--- src/ssbfs_pkg.sv ---
`timescale 1ns / 1ps
// shared types, register and status codes, candidate tables for the
// sync block first-symbol lookup; no dependencies
package ssbfs_pkg;

  // field widths
  localparam int PatW     = 3;
  localparam int CarrierW = 27;
  localparam int MaskW    = 64;
  localparam int IndexW   = 6;
  localparam int SymW     = 10;
  localparam int StatusW  = 2;

  // scan limit on candidate positions (8 to 64)
  localparam int MaxPositions = 64;
  localparam int LenW         = 7;

  // set-bit search is split into byte groups
  localparam int GroupW  = 8;
  localparam int NGroups = MaskW / GroupW;
  localparam int GrpIdxW = $clog2(NGroups);
  localparam int BitIdxW = $clog2(GroupW);
  localparam int CntW    = $clog2(GroupW + 1);
  localparam int PreW    = $clog2(MaskW + 1);

  // configuration bus
  localparam int DataW = 64;
  localparam int AddrW = 5;

  // register indexes, paddr[4:3]
  localparam logic [1:0] REG_PATTERN = 2'd0;
  localparam logic [1:0] REG_CARRIER = 2'd1;
  localparam logic [1:0] REG_DUPLEX  = 2'd2;
  localparam logic [1:0] REG_MASK    = 2'd3;

  // block patterns
  localparam logic [PatW-1:0] PAT_A = 3'd0;
  localparam logic [PatW-1:0] PAT_B = 3'd1;
  localparam logic [PatW-1:0] PAT_C = 3'd2;
  localparam logic [PatW-1:0] PAT_D = 3'd3;
  localparam logic [PatW-1:0] PAT_E = 3'd4;

  // result status codes
  localparam logic [StatusW-1:0] STATUS_FOUND       = 2'd0;
  localparam logic [StatusW-1:0] STATUS_BAD_PATTERN = 2'd1;
  localparam logic [StatusW-1:0] STATUS_MISSING     = 2'd2;

  // frequency thresholds in kHz
  localparam logic [CarrierW-1:0] Thr3GhzKhz = 27'd3000000;
  localparam logic [CarrierW-1:0] Thr2g3Khz  = 27'd2300000;

  // candidate tables
  localparam logic [SymW-1:0] BaseTwo [2] = '{10'd2, 10'd8};
  localparam logic [SymW-1:0] BaseFour [4] = '{10'd4, 10'd8, 10'd16, 10'd20};
  localparam logic [SymW-1:0] BaseEight [8] =
    '{10'd8, 10'd12, 10'd16, 10'd20, 10'd32, 10'd36, 10'd40, 10'd44};
  localparam logic [SymW-1:0] StepsD [16] =
    '{10'd0, 10'd1, 10'd2, 10'd3, 10'd5, 10'd6, 10'd7, 10'd8,
      10'd10, 10'd11, 10'd12, 10'd13, 10'd15, 10'd16, 10'd17, 10'd18};
  localparam logic [SymW-1:0] StepsE [8] =
    '{10'd0, 10'd1, 10'd2, 10'd3, 10'd5, 10'd6, 10'd7, 10'd8};

  // configuration as seen by the pipeline
  typedef struct packed {
    logic [PatW-1:0]     pattern;
    logic [CarrierW-1:0] carrier_khz;
    logic                duplex_tdd;
    logic [MaskW-1:0]    active_mask;
  } cfg_t;

  // number of scanned candidate positions, clipped to the scan limit
  function automatic logic [LenW-1:0] list_len(logic [PatW-1:0] pat,
                                               logic [CarrierW-1:0] khz,
                                               logic tdd);
    logic           above3;
    logic           low_c;
    logic [LenW-1:0] len;
    above3 = khz > Thr3GhzKhz;
    low_c  = tdd ? (khz <= Thr2g3Khz) : !above3;
    case (pat)
      PAT_A, PAT_B: len = above3 ? 7'd8 : 7'd4;
      PAT_C:        len = low_c ? 7'd4 : 7'd8;
      PAT_D, PAT_E: len = 7'd64;
      default:      len = 7'd0;
    endcase
    if (len > LenW'(MaxPositions)) len = LenW'(MaxPositions);
    return len;
  endfunction

  // first symbol of a candidate position
  function automatic logic [SymW-1:0] cand_symbol(logic [PatW-1:0] pat,
                                                  logic [IndexW-1:0] pos);
    logic [SymW-1:0] sym;
    case (pat)
      PAT_A, PAT_C: sym = BaseTwo[pos[0]] + SymW'(pos[5:1]) * 10'd14;
      PAT_B:        sym = BaseFour[pos[1:0]] + SymW'(pos[5:2]) * 10'd28;
      PAT_D:        sym = BaseFour[pos[1:0]] + StepsD[pos[5:2]] * 10'd28;
      PAT_E:        sym = BaseEight[pos[2:0]] + StepsE[pos[5:3]] * 10'd56;
      default:      sym = '0;
    endcase
    return sym;
  endfunction

endpackage

--- src/ssb_burst_first_symbol_top.sv ---
`timescale 1ns / 1ps
// sync block first symbol lookup, top level: an accepted item shows its
// result on out_valid after the four pipeline stages, one item per cycle
// sustained while out_stall is low; the rate is set by the pipelined stages in ssbfs_pipe
// synchronous reset clears all stage valids and the configuration registers to 0
// holds the configuration registers and apb port; depends on ssbfs_pkg
module ssb_burst_first_symbol_top (
  input  logic                             clk,
  input  logic                             rst,
  input  logic                             psel,
  input  logic                             penable,
  input  logic                             pwrite,
  input  logic [ssbfs_pkg::AddrW-1:0]      paddr,
  input  logic [ssbfs_pkg::DataW-1:0]      pwdata,
  output logic [ssbfs_pkg::DataW-1:0]      prdata,
  output logic                             pready,
  input  logic                             in_valid,
  output logic                             in_stall,
  input  logic [ssbfs_pkg::IndexW-1:0]     burst_index,
  output logic                             out_valid,
  input  logic                             out_stall,
  output logic [ssbfs_pkg::SymW-1:0]       first_symbol,
  output logic [ssbfs_pkg::StatusW-1:0]    status
);

  ssbfs_pkg::cfg_t cfg;
  logic            wr_en;
  logic [1:0]      reg_idx;

  assign pready  = 1'b1;
  assign wr_en   = psel && penable && pwrite && pready;
  assign reg_idx = paddr[4:3];

  // register writes
  always_ff @(posedge clk) begin
    if (rst) begin
      cfg <= '0;
    end else if (wr_en) begin
      case (reg_idx)
        ssbfs_pkg::REG_PATTERN: cfg.pattern     <= pwdata[ssbfs_pkg::PatW-1:0];
        ssbfs_pkg::REG_CARRIER: cfg.carrier_khz <= pwdata[ssbfs_pkg::CarrierW-1:0];
        ssbfs_pkg::REG_DUPLEX:  cfg.duplex_tdd  <= pwdata[0];
        ssbfs_pkg::REG_MASK:    cfg.active_mask <= pwdata;
        default: ;
      endcase
    end
  end

  // register readback
  always_comb begin
    case (reg_idx)
      ssbfs_pkg::REG_PATTERN: prdata = ssbfs_pkg::DataW'(cfg.pattern);
      ssbfs_pkg::REG_CARRIER: prdata = ssbfs_pkg::DataW'(cfg.carrier_khz);
      ssbfs_pkg::REG_DUPLEX:  prdata = ssbfs_pkg::DataW'(cfg.duplex_tdd);
      ssbfs_pkg::REG_MASK:    prdata = cfg.active_mask;
      default:                prdata = '0;
    endcase
  end

  // lookup pipeline
  ssbfs_pipe u_pipe (
    .clk          (clk),
    .rst          (rst),
    .cfg          (cfg),
    .in_valid     (in_valid),
    .in_stall     (in_stall),
    .burst_index  (burst_index),
    .out_valid    (out_valid),
    .out_stall    (out_stall),
    .first_symbol (first_symbol),
    .status       (status)
  );

endmodule

--- src/ssbfs_pipe.sv ---
`timescale 1ns / 1ps
// four-stage lookup pipeline: length mask, byte counts and prefixes,
// group select, bit select and symbol; depends on ssbfs_pkg
module ssbfs_pipe (
  input  logic                           clk,
  input  logic                           rst,
  input  ssbfs_pkg::cfg_t                cfg,
  input  logic                           in_valid,
  output logic                           in_stall,
  input  logic [ssbfs_pkg::IndexW-1:0]   burst_index,
  output logic                           out_valid,
  input  logic                           out_stall,
  output logic [ssbfs_pkg::SymW-1:0]     first_symbol,
  output logic [ssbfs_pkg::StatusW-1:0]  status
);

  // stage valids and ready chain, each stage loads when empty or moving on
  logic v1, v2, v3;
  logic ready1, ready2, ready3, ready4;

  assign ready4   = !out_valid || !out_stall;
  assign ready3   = !v3 || ready4;
  assign ready2   = !v2 || ready3;
  assign ready1   = !v1 || ready2;
  assign in_stall = !ready1;

  // stage 1: scan length mask
  logic [ssbfs_pkg::MaskW-1:0]  s1_mask;
  logic [ssbfs_pkg::IndexW-1:0] s1_want;
  logic [ssbfs_pkg::PatW-1:0]   s1_pat;
  logic                         s1_pat_ok;
  logic [ssbfs_pkg::LenW-1:0]   len;
  logic [ssbfs_pkg::MaskW-1:0]  len_mask;

  always_comb begin
    len = ssbfs_pkg::list_len(cfg.pattern, cfg.carrier_khz, cfg.duplex_tdd);
    for (int i = 0; i < ssbfs_pkg::MaskW; i++) begin
      len_mask[i] = ssbfs_pkg::LenW'(i) < len;
    end
  end

  always_ff @(posedge clk) begin
    if (rst) begin
      v1 <= 1'b0;
    end else if (ready1) begin
      v1 <= in_valid;
    end
    if (ready1 && in_valid) begin
      s1_mask   <= cfg.active_mask & len_mask;
      s1_want   <= burst_index;
      s1_pat    <= cfg.pattern;
      s1_pat_ok <= cfg.pattern <= ssbfs_pkg::PAT_E;
    end
  end

  // stage 2: per-byte set-bit counts and running prefixes
  logic [ssbfs_pkg::GroupW-1:0] s2_byte [ssbfs_pkg::NGroups];
  logic [ssbfs_pkg::CntW-1:0]   s2_cnt  [ssbfs_pkg::NGroups];
  logic [ssbfs_pkg::PreW-1:0]   s2_pre  [ssbfs_pkg::NGroups];
  logic [ssbfs_pkg::IndexW-1:0] s2_want;
  logic [ssbfs_pkg::PatW-1:0]   s2_pat;
  logic                         s2_pat_ok;
  logic [ssbfs_pkg::CntW-1:0]   cnt    [ssbfs_pkg::NGroups];
  logic [ssbfs_pkg::PreW-1:0]   pre    [ssbfs_pkg::NGroups];

  always_comb begin
    for (int g = 0; g < ssbfs_pkg::NGroups; g++) begin
      cnt[g] = ssbfs_pkg::CntW'($countones(s1_mask[g*ssbfs_pkg::GroupW +:
                                                   ssbfs_pkg::GroupW]));
    end
    pre[0] = '0;
    for (int g = 1; g < ssbfs_pkg::NGroups; g++) begin
      pre[g] = pre[g-1] + ssbfs_pkg::PreW'(cnt[g-1]);
    end
  end

  always_ff @(posedge clk) begin
    if (rst) begin
      v2 <= 1'b0;
    end else if (ready2) begin
      v2 <= v1;
    end
    if (ready2 && v1) begin
      for (int g = 0; g < ssbfs_pkg::NGroups; g++) begin
        s2_byte[g] <= s1_mask[g*ssbfs_pkg::GroupW +: ssbfs_pkg::GroupW];
        s2_cnt[g]  <= cnt[g];
        s2_pre[g]  <= pre[g];
      end
      s2_want   <= s1_want;
      s2_pat    <= s1_pat;
      s2_pat_ok <= s1_pat_ok;
    end
  end

  // stage 3: pick the byte that holds the wanted set bit
  logic [ssbfs_pkg::GroupW-1:0]  s3_byte;
  logic [ssbfs_pkg::GrpIdxW-1:0] s3_grp;
  logic [ssbfs_pkg::BitIdxW-1:0] s3_rank;
  logic                          s3_found;
  logic [ssbfs_pkg::PatW-1:0]    s3_pat;
  logic                          s3_pat_ok;
  logic [ssbfs_pkg::GroupW-1:0]  sel_byte;
  logic [ssbfs_pkg::GrpIdxW-1:0] sel_grp;
  logic [ssbfs_pkg::BitIdxW-1:0] sel_rank;
  logic                          sel_found;
  logic [ssbfs_pkg::PreW-1:0]    want_w;
  logic [ssbfs_pkg::PreW-1:0]    diff;

  always_comb begin
    sel_byte  = '0;
    sel_grp   = '0;
    sel_rank  = '0;
    sel_found = 1'b0;
    diff      = '0;
    want_w    = ssbfs_pkg::PreW'(s2_want);
    for (int g = 0; g < ssbfs_pkg::NGroups; g++) begin
      if ((want_w >= s2_pre[g]) &&
          (want_w < s2_pre[g] + ssbfs_pkg::PreW'(s2_cnt[g]))) begin
        diff      = want_w - s2_pre[g];
        sel_byte  = s2_byte[g];
        sel_grp   = ssbfs_pkg::GrpIdxW'(g);
        sel_rank  = diff[ssbfs_pkg::BitIdxW-1:0];
        sel_found = 1'b1;
      end
    end
  end

  always_ff @(posedge clk) begin
    if (rst) begin
      v3 <= 1'b0;
    end else if (ready3) begin
      v3 <= v2;
    end
    if (ready3 && v2) begin
      s3_byte   <= sel_byte;
      s3_grp    <= sel_grp;
      s3_rank   <= sel_rank;
      s3_found  <= sel_found;
      s3_pat    <= s2_pat;
      s3_pat_ok <= s2_pat_ok;
    end
  end

  // stage 4: bit within the byte, candidate symbol, status
  logic [ssbfs_pkg::CntW-1:0]    run;
  logic [ssbfs_pkg::BitIdxW-1:0] bit_idx;
  logic                          bit_hit;
  logic [ssbfs_pkg::IndexW-1:0]  pos;
  logic [ssbfs_pkg::SymW-1:0]    sym_next;
  logic [ssbfs_pkg::StatusW-1:0] status_next;

  always_comb begin
    run     = '0;
    bit_idx = '0;
    bit_hit = 1'b0;
    for (int b = 0; b < ssbfs_pkg::GroupW; b++) begin
      if (s3_byte[b] && !bit_hit && (run == ssbfs_pkg::CntW'(s3_rank))) begin
        bit_idx = ssbfs_pkg::BitIdxW'(b);
        bit_hit = 1'b1;
      end
      run = run + ssbfs_pkg::CntW'(s3_byte[b]);
    end
    pos = {s3_grp, bit_idx};
    if (!s3_pat_ok) begin
      sym_next    = '0;
      status_next = ssbfs_pkg::STATUS_BAD_PATTERN;
    end else if (!s3_found) begin
      sym_next    = '0;
      status_next = ssbfs_pkg::STATUS_MISSING;
    end else begin
      sym_next    = ssbfs_pkg::cand_symbol(s3_pat, pos);
      status_next = ssbfs_pkg::STATUS_FOUND;
    end
  end

  always_ff @(posedge clk) begin
    if (rst) begin
      out_valid <= 1'b0;
    end else if (ready4) begin
      out_valid <= v3;
    end
    if (ready4 && v3) begin
      first_symbol <= sym_next;
      status       <= status_next;
    end
  end

endmodule

--- config.mk ---
export PLATFORM = sky130hd
export DESIGN_NAME = ssb_burst_first_symbol_top
export DESIGN_NICKNAME = d
export VERILOG_FILES = /design/src/ssbfs_pkg.sv /design/src/ssb_burst_first_symbol_top.sv /design/src/ssbfs_pipe.sv
export SDC_FILE = /design/constraint.sdc
export NUM_CORES = 1
export LEC_CHECK = 0
export ABC_AREA = 1
export BUFFER_PORTS_ARGS = -buffer_cell sky130_fd_sc_hd__buf_4
export CORE_ASPECT_RATIO = 0.6
export CORE_MARGIN = 3
export CORE_UTILIZATION = 35
export CTS_CLUSTER_SIZE = 10
export DETAILED_ROUTE_END_ITERATION = 8
export MAX_ROUTING_LAYER = met4
export REMOVE_ABC_BUFFERS = 1
export SLEW_MARGIN = 10
export SYNTH_ARGS = -nofsm -noshare
export SYNTH_HDL_FRONTEND = slang
export SYNTH_SLANG_ARGS = --single-unit
--- constraint.sdc ---
create_clock -name clk -period 9.4 [get_ports clk]
set_input_delay 1.41 -clock clk [delete_from_list [all_inputs] [get_ports clk]]
set_output_delay 1.41 -clock clk [all_outputs]
set_load 0.005 [all_outputs]
# Word-level counts from Yosys, hierarchy flattened
# Memory sizes are Yosys's and may differ from the RTL's.
# Cells that the tools add are included.
# word_totals
regBits,214
ram_bits,152
mem_bits_ro,320
input_bits,82
out_inout_bits,79
elab_cells,357
n_memories,6
# mem_list
memory,depth,width,read_ports,rd_clocked_by_memory_dff,write_ports,line,text
(no name shown),16,10,1,0,0,ssbfs_pkg.sv:97,PAT_D: sym = BaseFour[pos[1:0]] + StepsD[pos[5:2]] * 10'd28;
(no name shown),8,10,1,0,0,ssbfs_pkg.sv:98,PAT_E: sym = BaseEight[pos[2:0]] + StepsE[pos[5:3]] * 10'd56;
(no name shown),8,10,1,0,0,ssbfs_pkg.sv:98,
u_pipe.s2_byte,8,8,8,0,8,ssbfs_pipe.sv:57,logic [ssbfs_pkg::GroupW-1:0] s2_byte [ssbfs_pkg::NGroups];
u_pipe.s2_pre,8,7,8,0,8,ssbfs_pipe.sv:59,logic [ssbfs_pkg::PreW-1:0] s2_pre [ssbfs_pkg::NGroups];
u_pipe.s2_cnt,8,4,8,0,8,ssbfs_pipe.sv:58,logic [ssbfs_pkg::CntW-1:0] s2_cnt [ssbfs_pkg::NGroups];
# op_classes
add_sub_neg,88
mul,4
magnitude_cmp,89
n_eq_ne,18
mux,59
bitwise_logic,6
n_reduce_logical,62
# ops
cell,n
$pmux 64 s4,1
$lt 6x7->1 const A,32
$lt 5x7->1 const A,16
$mux 10,10
$add 4x4->4,24
$add 7x4->7,13
$add 1x1->2,33
$and 64x64->64,1
$mux 8,8
$ge 6x7->1,8
$lt 4x7->1 const A,8
$lt 6x7->1,8
$pmux 10 s4,1
$mux 3,12
$logic_and 1x1->1,29
$lt 3x7->1 const A,4
$gt 27x22->1 const B,1
$le 27x22->1 const B,1
$eq 4x3->1,6
$sub 3x3->3,8
$pmux 7 s3,1
$add 10x10->10,2
$add 10x9->10,2
$add 4x1->4,5
36 further kinds,92

# Logic depth before layout (Yosys ltp)
# Gate-level depths: netlist of run 1.
# depth
depth_word,38
mapped_depth,34
depth_no_buf,34

# By module
# A second synthesis of run 1 with hierarchy kept.
# unflattened
cells_unflattened,2654
area_unflattened_um2,22591.7
# modules_own_cells
module,n_inst,cells_each,area_each_um2,seq_area_each_um2
ssbfs_pipe,1,1939,17983.5,7557.2
ssb_burst_first_symbol_top,1,715,4608.2,1901.8

# Worst setup path after synthesis of run 1
# No wires, ideal clock.
# synth_path
kind,input port to flip-flop
start,input out_stall
end,"memory u_pipe.s2_byte[0][0] in the netlist's numbering, enable pin"
setup_time_ps,655
arrival_ps,7714
required_ps,8745
setup_slack_ps,1032
cell_stages,5
n_path_buf,0
path_cell_list,nand2_1 nor2_1 inv_1 nor2_1 nor2_1
# synth_lines
item,line,text
from (decl),ssb_burst_first_symbol_top.sv:21,"input logic out_stall,"
to (decl),ssbfs_pipe.sv:57,

==> results of run 1 <==
## worst paths after layout
path	slack [ps]	cells after the start	endpoint	from
setup / recovery	2050	32	u_pipe.s2_pre[1][27]	u_pipe.s1_mask[15]
hold reg to reg	420	0	u_pipe.s2_pat[2]	u_pipe.s1_pat[2]
hold / removal	420	0	u_pipe.s2_pat[2]	u_pipe.s1_pat[2]
setup reg to reg	2050	32	u_pipe.s2_pre[1][27]	u_pipe.s1_mask[15]
## worst register-to-register path: cells and delay by family (launching register included)
family                     cells  cell delay, ps
and+or+nand+nor                6             470
DFF                            1             400
AOI/OAI and AO/OA              2             570
xor gates and xnor gates       5            1150
buffers and inverters          8             600
adders and majority gates     11            3930
## metal layers
| metal | vias to the layer above | wire length (microns) | part of all wire |
|---|---|---|---|
| li1 | 8018 | - | - |
| met1 | 7758 | 28040 | 0.50 |
| met5 | - | 0 | 0 |
| met2 | 495 | 22540 | 0.41 |
| met3 | 61 | 4273 | 0.077 |
| met4 | 0 | 737 | 0.013 |
## Yosys cell counts (all sizes together) (40+ instances only)
master and number:
nand2 387, inv 336, nor2 299, edfxtp 249
ha 221, nand3 100, dfxtp 99, a21oi 92
a211oi 84, fa 68, o21ai 68, nand4 50
clkbuf 40
## metrics by stage
step	hold WS [ps]	util
floorplan	400.3	-
global placement	405.6	0.3920
detailed placement	404.5	0.3920
CTS	419.5	0.4140
global route	422.0	0.4141
finish	418.0	0.4141
## flip-flops by register name (all words and copies together), names as in the netlist, 2 cells and up
register / count
u_pipe.status: 2
u_pipe.s1_pat: 3
cfg: 95
u_pipe.s3_rank: 3
u_pipe.s3_pat: 3
u_pipe.s1_mask: 64
u_pipe.s2_want: 6
u_pipe.s3_grp: 3
u_pipe.s2_cnt: 32
u_pipe.s2_pat: 3
u_pipe.s1_want: 6
u_pipe.s2_pre: 39
u_pipe.s2_byte: 64
u_pipe.first_symbol: 9
u_pipe.s3_byte: 8
## kinds of logic after synthesis
group                    share of synthesized area
AND/OR/NAND/NOR                             0.1819
adder cells (fa/ha/maj)                     0.1917
XOR/XNOR                                   0.02482
flip-flops                                  0.4395
buffers and inverters                      0.07144
AO/OA/AOI/OAI                              0.09028
other                                    0.0003489
## layout make-up
class                      instances  area share
multi-input combinational       1550      0.4247
clock buffer                      69     0.04759
antenna                            1   0.0001007
sequential                       348      0.3807
tap                              816     0.04110
inverter                         336     0.05087
clock inverter                     7    0.005389
timing repair buffer             164     0.04956
## power by group through the flow
stage	Combinational [mW]	Clock [mW]	Sequential, mW
5_1_grt	5.42	1.69	2.14
3_5_place_dp	4.72	0	2.16
4_1_cts	4.75	1.62	2.13
6_report	4.80	1.58	2.13
3_3_place_gp	4.56	0	2.16
2_1_floorplan	3.52	0	2.12
==> metrics.yaml, run 1 <==
layout:
  nets: 2813
  postLayoutCellArea_sq_um: 24840
  syn2layout_area_growth_pct: 15.43
  final_cell_mix: "360 x nand2_1, 321 x inv_1, 286 x nor2_1"
  nFillCells: 5836
  drive_above_1_share: 0.1196
  multi_input_area_sq_um: 10550
  final_cells: 3291
  layout_commonest_cell: "nand2_1"
  seq_area_sq_um: 9459
grt:
  grtUsageMet2: 0.2439
  grt_pass1_wl_mm: 86.77
  gr-usage-met1: 0.2617
  track_usage: 0.1742
  use_met3: 0.03412
  busiest_layer: "met1"
  grt_max_degree: 81
  antenna_found_initial: 1
  grt.overflow.total: 0
  grt_pass1_vias: 15858
run_status:
  status: "complete, no violations"
timing:
  fin_crit_ps: 7347
  fin_crit_sh: 0.7816
  setup_viol_count_final: 0
  fin_skew_ps: 19.63
  slew_headroom: 0.2773
  rsz0062_at_grt: "false"
  tightest_slew_ps: 1084
  fin_ws_ps: 2053
  max_freq_ghz: 0.1361
  hold_viol: 0
  maxSlewViolCount: 0
  fin_tns_setup_ps: 0
synth:
  syn_avg_cell_area_sq_um: 9.374
  seq_area_frac_synth: 0.4395
  ys_ff_latch: 348
  ys_top_cells_by_area: "edfxtp_1 35%, ha_1 13%, dfxtp_1 9.2%"
  syn_area_sq_um: 21520
  synth_ff_type: "edfxtp_1"
  syn_inst: 2296
  synth_edf_count: 249
  synth.largest_area_cell: "edfxtp_1"
  yosysUniqueCellTypes: 57
  async_flop_share: 0
  yosys_warnings: 0
  synth_top_area_frac: 0.3474
placed_design:
  portBuffers: 155
  gp_congestion: 0.9040
  dpl_cell_area_sq_um: 23520
  dpl.hpwl_mm: 42.24
  dp_slack_ps: 2051
  dp.cells: 3214
floorplan:
  io_pins: 161
  core-area_sq_um: 60000
  num_rows: 69
  start_util: 0.3587
  die_w_microns: 326.1
  die-area_sq_um: 64600
  die_height_microns: 198.1
clock_network:
  ctsResizeCount: 0
  cts_tree: "yes"
  cts_sinks: 348
  clkLatencyLatePin_ps: 560
  path_clk_slew_ps: 60
  cts.htree.levels: 2
  post-cts-setup-buffers: 0
  cts_root_buf: "clkbuf_16"
  cts_buffers: 42
  cts_hold_buf: 0
  ctsLongestPathBuffers: 3
worst_setup_path:
  start_kind: "flip-flop"
  end_kind: "flip-flop"
  cp.required_ps: 9700
  max_stage_delay_ps: 520
  crit_fanout: 4
  cp_common_cell: "ha_1"
  cpLargestDelayFamily: "adder cells"
  worstPathArrival_ps: 7650
  setup.worst_path.class: "reg -> reg"
  crit_buf_inv: 8
  crit_path_top_delay_cell: "fa_1"
run:
  drv_cap: 0
power_and_ir_drop:
  p_seq_frac: 0.250
  peakVddDrop_v: 0.0002623
  internal_power_mw: 4.730
  switchingPower_mw: 3.778
  power_mw: 8.508
  power_frac_comb: 0.564
  swShare: 0.4440
  power_density_nw_per_um2: 342.5
  clock_power_share: 0.186
  leakage_nw: 10.79
route:
  wirelength_mm: 55.59
  dr.pass1.iters: 7
  ant_nets: 0
  wl_per_cell_microns: 16.89
  via_per_inst: 4.963
  drc_errors: 0
  dr_total_vias: 16332
  first_iter_violations: 1434
worst_hold_path:
  hp-class: "reg -> reg"
(Power assumes the default switching activity.)
==> inputs of run 2 (changes only) <==
--- a/config.mk
+++ b/config.mk
@@ -5,7 +5,7 @@
 export SDC_FILE = /design/constraint.sdc
 export NUM_CORES = 1
 export LEC_CHECK = 0
-export ABC_AREA = 1
+export ABC_AREA = 0
 export BUFFER_PORTS_ARGS = -buffer_cell sky130_fd_sc_hd__buf_4
 export CORE_ASPECT_RATIO = 0.6
 export CORE_MARGIN = 3
==> constraint.sdc (replaced) <==
create_clock -name clk -period 6.4 [get_ports clk]
set_input_delay 0.96 -clock clk [delete_from_list [all_inputs] [get_ports clk]]
set_output_delay 0.96 -clock clk [all_outputs]
set_load 0.005 [all_outputs]
==> metrics.yaml, run 2 <==
layout:
  syn2layout_area_growth_pct: 19.66
  final_cells: 2883  # -12%
  n_antenna_cell: 0  # -1
  nets: 2453  # -13%
  postLayoutCellArea_sq_um: 24840  # unchanged
  nFillCells: 5421  # -7.1%
  top_regs: "cfg: 95 flops, u_pipe.s1_mask: 64 flops, u_pipe.s2_byte: 64 flops"
  layout_commonest_cell: "edfxtp_1"
  final_cell_mix: "249 x edfxtp_1, 228 x buf_4, 226 x nand2_1"
  utilization: 0.4275  # +0.01347
  regMostFlops: "cfg"
  largest_reg_flops: 95  # unchanged
  drive_above_1_share: 0.1751  # +0.05546
timing:
  setup_viol_count_final: 0  # unchanged
  rsz0062_at_grt: "true"
  fin_crit_ps: 6279  # -1068 ps
  fin_crit_sh: 0.9811  # +0.1995
  maxSlewViolCount: 0  # unchanged
  fin_ws_ps: 121.0  # -1932 ps
  tightest_slew_ps: 1186  # +101.7 ps
  fin_tns_setup_ps: 0  # unchanged
  max_freq_ghz: 0.1593  # +17%
  slew_headroom: 0.2095  # -0.06781
  hold_viol: 0  # unchanged
  fin_skew_ps: 15.00  # -4.630 ps
  holdWs_ps: 413.4  # -4.564 ps
synth:
  syn_area_sq_um: 20760  # -3.5%
  syn_avg_cell_area_sq_um: 11.04  # +18%
  synthMostInstantiatedCell: "edfxtp_1"
  ys_top_cells_by_area: "edfxtp_1 36%, ha_1 13%, dfxtp_1 9.5%"
  seq_area_frac_synth: 0.4556  # +0.01613
  synth_ff_type: "edfxtp_1"
  syn_inst: 1881  # -18%
  synth.largest_area_cell: "edfxtp_1"
  async_flop_share: 0  # unchanged
  synth_commonest_cells: "249 x edfxtp_1, 226 x nand2_1, 221 x ha_1"
  ys_ff_latch: 348  # unchanged
  yosys_warnings: 0  # unchanged
  synth_edf_count: 249  # unchanged
  yosysUniqueCellTypes: 77  # +35%
  synth_top_area_frac: 0.3602  # +0.01275
clock_network:
  cts.htree.levels: 2  # unchanged
  cts_tree: "yes"
  path_clk_slew_ps: 60  # about the same
  cts_buffers: 41  # -2.4%
  cts_hold_buf: 0  # unchanged
  cts_sinks: 348  # unchanged
  ctsLongestPathBuffers: 3  # unchanged
  cts_root_buf: "clkbuf_16"
  clkLatencyLatePin_ps: 550  # about the same
placed_design:
  dpl.hpwl_mm: 37.63  # -11%
  dp_slack_ps: -436.8  # -2487 ps
  dpl_cell_area_sq_um: 23060  # -2.0%
  portBuffers: 155  # unchanged
  gp_congestion: 0.8752  # -3.2%
  dp.cells: 2791  # -13%
power_and_ir_drop:
  power_density_nw_per_um2: 550.1  # +61%
  leakage_nw: 10.38  # -3.8%
  power_mw: 13.67  # +61%
  power_frac_comb: 0.618  # +0.054
  peakVddDrop_v: 0.0005817  # +120%
  p_seq_frac: 0.226  # -0.024
  clock_power_share: 0.156  # -0.030
  switchingPower_mw: 5.429  # +44%
  internal_power_mw: 8.239  # +74%
  swShare: 0.3972  # -0.04683
worst_setup_path:
  cp.required_ps: 6780  # -2920 ps
  max_stage_delay_ps: 620  # +100 ps
  start_kind: "flip-flop"
  regToRegSetupSlack_ps: 120  # -1930 ps
  reg2reg_from: "u_pipe.s3_byte[1]"
  worstPathArrival_ps: 6660  # -990 ps
  setup.worst_path.class: "reg -> reg"
  end_kind: "flip-flop"
  crit_path_top_delay_cell: "fa_2"
  crit_buf_inv: 4  # -4
  critPathLaunch: "u_pipe.s3_byte[1]"
  cpLargestDelayFamily: "adder cells"
  crit_fanout: 4  # unchanged
floorplan:
  start_util: 0.3573  # -0.001442
  die-area_sq_um: 62370  # -3.5%
  core-area_sq_um: 58110  # -3.2%
  io_pins: 161  # unchanged
  die_height_microns: 194.7  # -1.7%
  num_rows: 68  # -1.4%
  die_w_microns: 320.4  # -1.8%
route:
  dr.pass1.iters: 6  # -1
  wl_per_cell_microns: 17.68  # +4.7%
  first_iter_violations: 984  # -31%
  ant_nets: 0  # unchanged
  drc_errors: 0  # unchanged
  via_per_inst: 5.006  # +0.88%
  dr_total_vias: 14433  # -12%
  wirelength_mm: 50.98  # -8.3%
run:
  drv_cap: 0  # unchanged
grt:
  grt_pass1_vias: 14391  # -9.3%
  track_usage: 0.1663  # -0.007915
  grt_pass1_wl_mm: 80.56  # -7.2%
  grt.overflow.total: 0  # unchanged
  grt_max_degree: 100  # +23%
  antenna_found_initial: 0  # -1
run_status:
  status: "complete, no violations"
worst_hold_path:
  hp-class: "reg -> reg"
  worstHoldStart: "u_pipe.s1_pat_ok"
-- run 2: cell types whose count changed after synthesis, moves of 44 or more --
| cell | change |
|---|---|
| nor2_1 | -224 |
| inv_1 | -202 |
| nand2_1 | -136 |
| nand3_1 | -75 |
| a21oi_1 | +71 |
| a211oi_1 | -70 |
| and2_1 | +65 |
| nor2b_1 | +45 |
| mux2i_1 | +44 |
| nand4_1 | -44 |
-- run 2: what timing repair did --
action	4_1_cts	5_1_grt
pin swaps	21	36
buffers inserted	6	11
cloned	0	0
setup endpoints to repair	8	9
resized for setup	27	44
-- run 2: worst reg2reg max path, stage by stage, from the launching register on --
cell      delay [ps]
edfxtp_1         420
fa_1             530
ha_2             210
fa_2             620
ha_4             230
ha_4             160
buf_4            130
xnor2_1          260
nor2_1           120
o21ai_2          140
o21ai_2           80
o21ai_2          240
buf_6            160
ha_2             190
nor3_2            50
nor2_1           160
inv_1            100
fa_1             560
inv_2             60
fa_1             460
a21o_1           210
a21oi_2          150
xnor2_1          130
nor2_1            80
a21oi_2          180
nand3b_1         100
mux2_2           290
a21oi_1          120
-- run 2: routing by layer --
| layer | vias to the layer above | track usage | wire length [microns] |
|---|---|---|---|
| met4 | 0 | 0.03318 | 742 |
| met2 | 367 | 0.2408 | 21670 |
| met3 | 55 | 0.02831 | 2993 |
| met1 | 6958 | 0.2446 | 25570 |
| met5 | - | - | 0 |
| li1 | 7053 | - | - |
-- run 2: power groups by stage --
| stage | Combinational [mW] | Clock, mW | Sequential (mW) |
|---|---|---|---|
| final | 8.45 | 2.13 | 3.09 |
| after global routing | 9.32 | 2.28 | 3.11 |
| after CTS | 7.71 | 2.18 | 3.09 |
| after detailed placement | 7.40 | 0 | 3.13 |
| after global placement | 7.25 | 0 | 3.13 |
| after floorplan | 4.88 | 0 | 3.09 |
-- run 2: cells by family after synthesis --
| logic type | count (synthesis) | synth area share |
|---|---|---|
| and+or+nand+nor | 550 | 0.1317 |
| DFF | 348 | 0.4556 |
| AOI/OAI and AO/OA | 345 | 0.1046 |
| adders and majority gates | 290 | 0.1992 |
| buffers and inverters | 191 | 0.03520 |
| xor gates and xnor gates | 106 | 0.04882 |
| muxes | 49 | 0.02447 |
| other | 2 | 0.0003617 |
-- run 2: area by class of cell --
class	count	area [sq um]	share of cell area
clock buffers	71	1160	0.04669
multi-input cells	1342	11030	0.4439
repair buffers	230	1743	0.07016
inverters	119	449.2	0.01808
flip-flops and latches	348	9459	0.3807
well taps	770	963.4	0.03878
clock inverters	3	41.29	0.001662
-- run 2: final timing paths --
kind | endpoint | cells after the start
worst min register to register | u_pipe.s2_pat_ok | 0
worst max register to register | u_pipe.first_symbol[9] | 27
worst min-delay path | u_pipe.s2_pat_ok | 0
worst max-delay path | u_pipe.first_symbol[9] | 27
==> inputs of run 3 (changes only) <==
==> constraint.sdc (replaced) <==
create_clock -name clk -period 5.4 [get_ports clk]
set_input_delay 0.81 -clock clk [delete_from_list [all_inputs] [get_ports clk]]
set_output_delay 0.81 -clock clk [all_outputs]
set_load 0.005 [all_outputs]
==> metrics.yaml, run 3 (synthesized netlist as in run 2, its figures left out) <==
run_status:
  status: "finished, violations left"
  violations: "setup timing"
grt:
  grt.overflow.total: 0  # unchanged
  grt_max_degree: 146  # +46%
  grt_pass1_vias: 14913  # +3.6%
  grt_pass1_wl_mm: 82.06  # +1.9%
  track_usage: 0.1680  # +0.001720
  antenna_found_initial: 1  # +1
placed_design:
  portBuffers: 155  # unchanged
  dpl.hpwl_mm: 38.09  # +1.2%
  gp_congestion: 0.8535  # -2.5%
floorplan:
  io_pins: 161  # unchanged
  start_util: 0.3573  # unchanged
  num_rows: 68  # unchanged
  die_w_microns: 320.4  # unchanged
  core-area_sq_um: 58110  # unchanged
  die_height_microns: 194.7  # unchanged
  die-area_sq_um: 62370  # unchanged
timing:
  fin_crit_sh: 1.136  # +0.1554
  maxSlewViolCount: 0  # unchanged
  max_freq_ghz: 0.1630  # +2.3%
  slew_headroom: 0.2259  # +0.01644
  fin_crit_ps: 6137  # -142.1 ps
  fin_ws_ps: -736.8  # -857.9 ps
  holdWs_ps: 410.1  # -3.364 ps
  hold_viol: 0  # unchanged
  rsz0062_at_grt: "true"
  tightest_slew_ps: 1161  # -24.66 ps
  setup_viol_count_final: 16  # +16
  fin_skew_ps: 21.59  # +6.592 ps
worst_setup_path:
  end_kind: "flip-flop"
  start_kind: "flip-flop"
  cp_common_cell: "ha_4"
  reg2reg_from: "u_pipe.s3_byte[1]"
  worstPathArrival_ps: 6520  # -140 ps
  cpLargestDelayFamily: "adder cells"
  crit_fanout: 3  # -1
  crit_path_top_delay_cell: "fa_1"
  critPathLaunch: "u_pipe.s3_byte[1]"
  cp.required_ps: 5780  # -1000 ps
  r2r_end: "u_pipe.first_symbol[9]"
  path_depth: 28  # +3.7%
  r2r_cells: 28  # +3.7%
  setup.worst_path.class: "reg -> reg"
  crit_buf_inv: 4  # unchanged
  critical_path.endpoint: "u_pipe.first_symbol[9]"
  max_stage_delay_ps: 590  # -30 ps
  regToRegSetupSlack_ps: -740  # -860 ps
clock_network:
  cts_root_buf: "clkbuf_16"
  cts_tree: "yes"
  cts_sinks: 348  # unchanged
  cts.htree.levels: 2  # unchanged
  path_clk_slew_ps: 50  # about the same
  cts_buffers: 41  # unchanged
  clkLatencyLatePin_ps: 550  # about the same
  ctsLongestPathBuffers: 3  # unchanged
route:
  dr_total_vias: 14750  # +2.2%
  first_iter_violations: 1013  # +2.9%
  via_per_inst: 5.000  # -0.12%
  wirelength_mm: 51.86  # +1.7%
  wl_per_cell_microns: 17.58  # -0.57%
  dr.pass1.iters: 7  # +1
  drc_errors: 0  # unchanged
  ant_nets: 0  # unchanged
worst_hold_path:
  hp-class: "reg -> reg"
layout:
  largest_reg_flops: 95  # unchanged
  top_regs: "cfg: 95 flops, u_pipe.s1_mask: 64 flops, u_pipe.s2_byte: 64 flops"
  regMostFlops: "cfg"
  layout_commonest_cell: "buf_4"
  syn2layout_area_growth_pct: 25.28
  nets: 2520  # +2.7%
  nFillCells: 5297  # -2.3%
  drive_above_1_share: 0.2295  # +0.05436
  final_cell_mix: "275 x buf_4, 249 x edfxtp_1, 224 x nand2_1"
power_and_ir_drop:
  power_density_nw_per_um2: 765.5  # +39%
  leakage_nw: 10.80  # +4.0%
  power_mw: 19.91  # +46%
  peakVddDrop_v: 0.0008225  # +41%
run:
  drv_cap: 0  # unchanged
[run 3: how the worst min path moves through the flow]
stage	startpoint	endpoint	slack, ps	cells past startpoint
floorplan	u_pipe.s1_pat[0]	u_pipe.s2_pat[0]	400	0
global placement	u_pipe.s2_pat[0]	u_pipe.s3_pat[0]	400	0
detailed placement	u_pipe.s1_pat[2]	u_pipe.s2_pat[2]	400	0
CTS	u_pipe.s1_pat[2]	u_pipe.s2_pat[2]	410	0
global route	u_pipe.s1_pat[0]	u_pipe.s2_pat[0]	420	0
finish	u_pipe.s2_pat[0]	u_pipe.s3_pat[0]	410	0
[run 3: worst reg2reg max path: cells and delay by family, from the launching register on]
family                     cells  cell delay (ps)
DFF                            1              410
and+or+nand+nor                3              200
muxes                          1              270
adders and majority gates      8             2720
xor gates and xnor gates       3              620
buffers and inverters          4              350
AOI/OAI and AO/OA              9             1430
[run 3: cell type report]
class                   count  area (sq um)  area share
clock inverters             3         66.31    0.002550
repair buffers            297          2330     0.08958
clock buffers              70          1156     0.04445
diodes                      1         2.502  0.00009621
inverters                 119         449.2     0.01727
multi-input cells        1342         11580      0.4453
well taps                 770         963.4     0.03704
flip-flops and latches    348          9459      0.3637
[run 3: routing by layer]
| metal | up-vias | share of wire | track usage |
|---|---|---|---|
| met3 | 56 | 0.052 | 0.02540 |
| met5 | - | 0 | - |
| li1 | 7171 | - | - |
| met4 | 0 | 0.013 | 0.03114 |
| met2 | 366 | 0.43 | 0.2400 |
| met1 | 7157 | 0.51 | 0.2528 |
[run 3: power breakdown]
| part | switching (mW) | internal, mW |
|---|---|---|
| clock network | 1.04 | 1.50 |
| logic | 6.48 | 7.22 |
| registers | 0.197 | 3.47 |
| total | 7.72 | 12.2 |
[run 3: repair_timing]
| action | in CTS | in global routing |
|---|---|---|
| setup endpoints to repair | 21 | 20 |
| hold buffers | 0 | 0 |
| setup buffers | 25 | 14 |
| pin swaps | 83 | 70 |
| resized for setup | 107 | 78 |
[run 3: metrics by stage]
stage	TNS, ps	setup WS [ps]	std cells	instance area, sq um	util
final	-7155	-736.8	2950	26010	0.4476
after floorplan	-1019420	-6976	1809	20480	-
after detailed placement	-16780	-1427	2843	23470	0.4038
after global routing	-10580	-1062	2950	26010	0.4476
after CTS	-7303	-729.8	2939	25480	0.4385
after global placement	-14520	-1184	2843	23470	0.4038
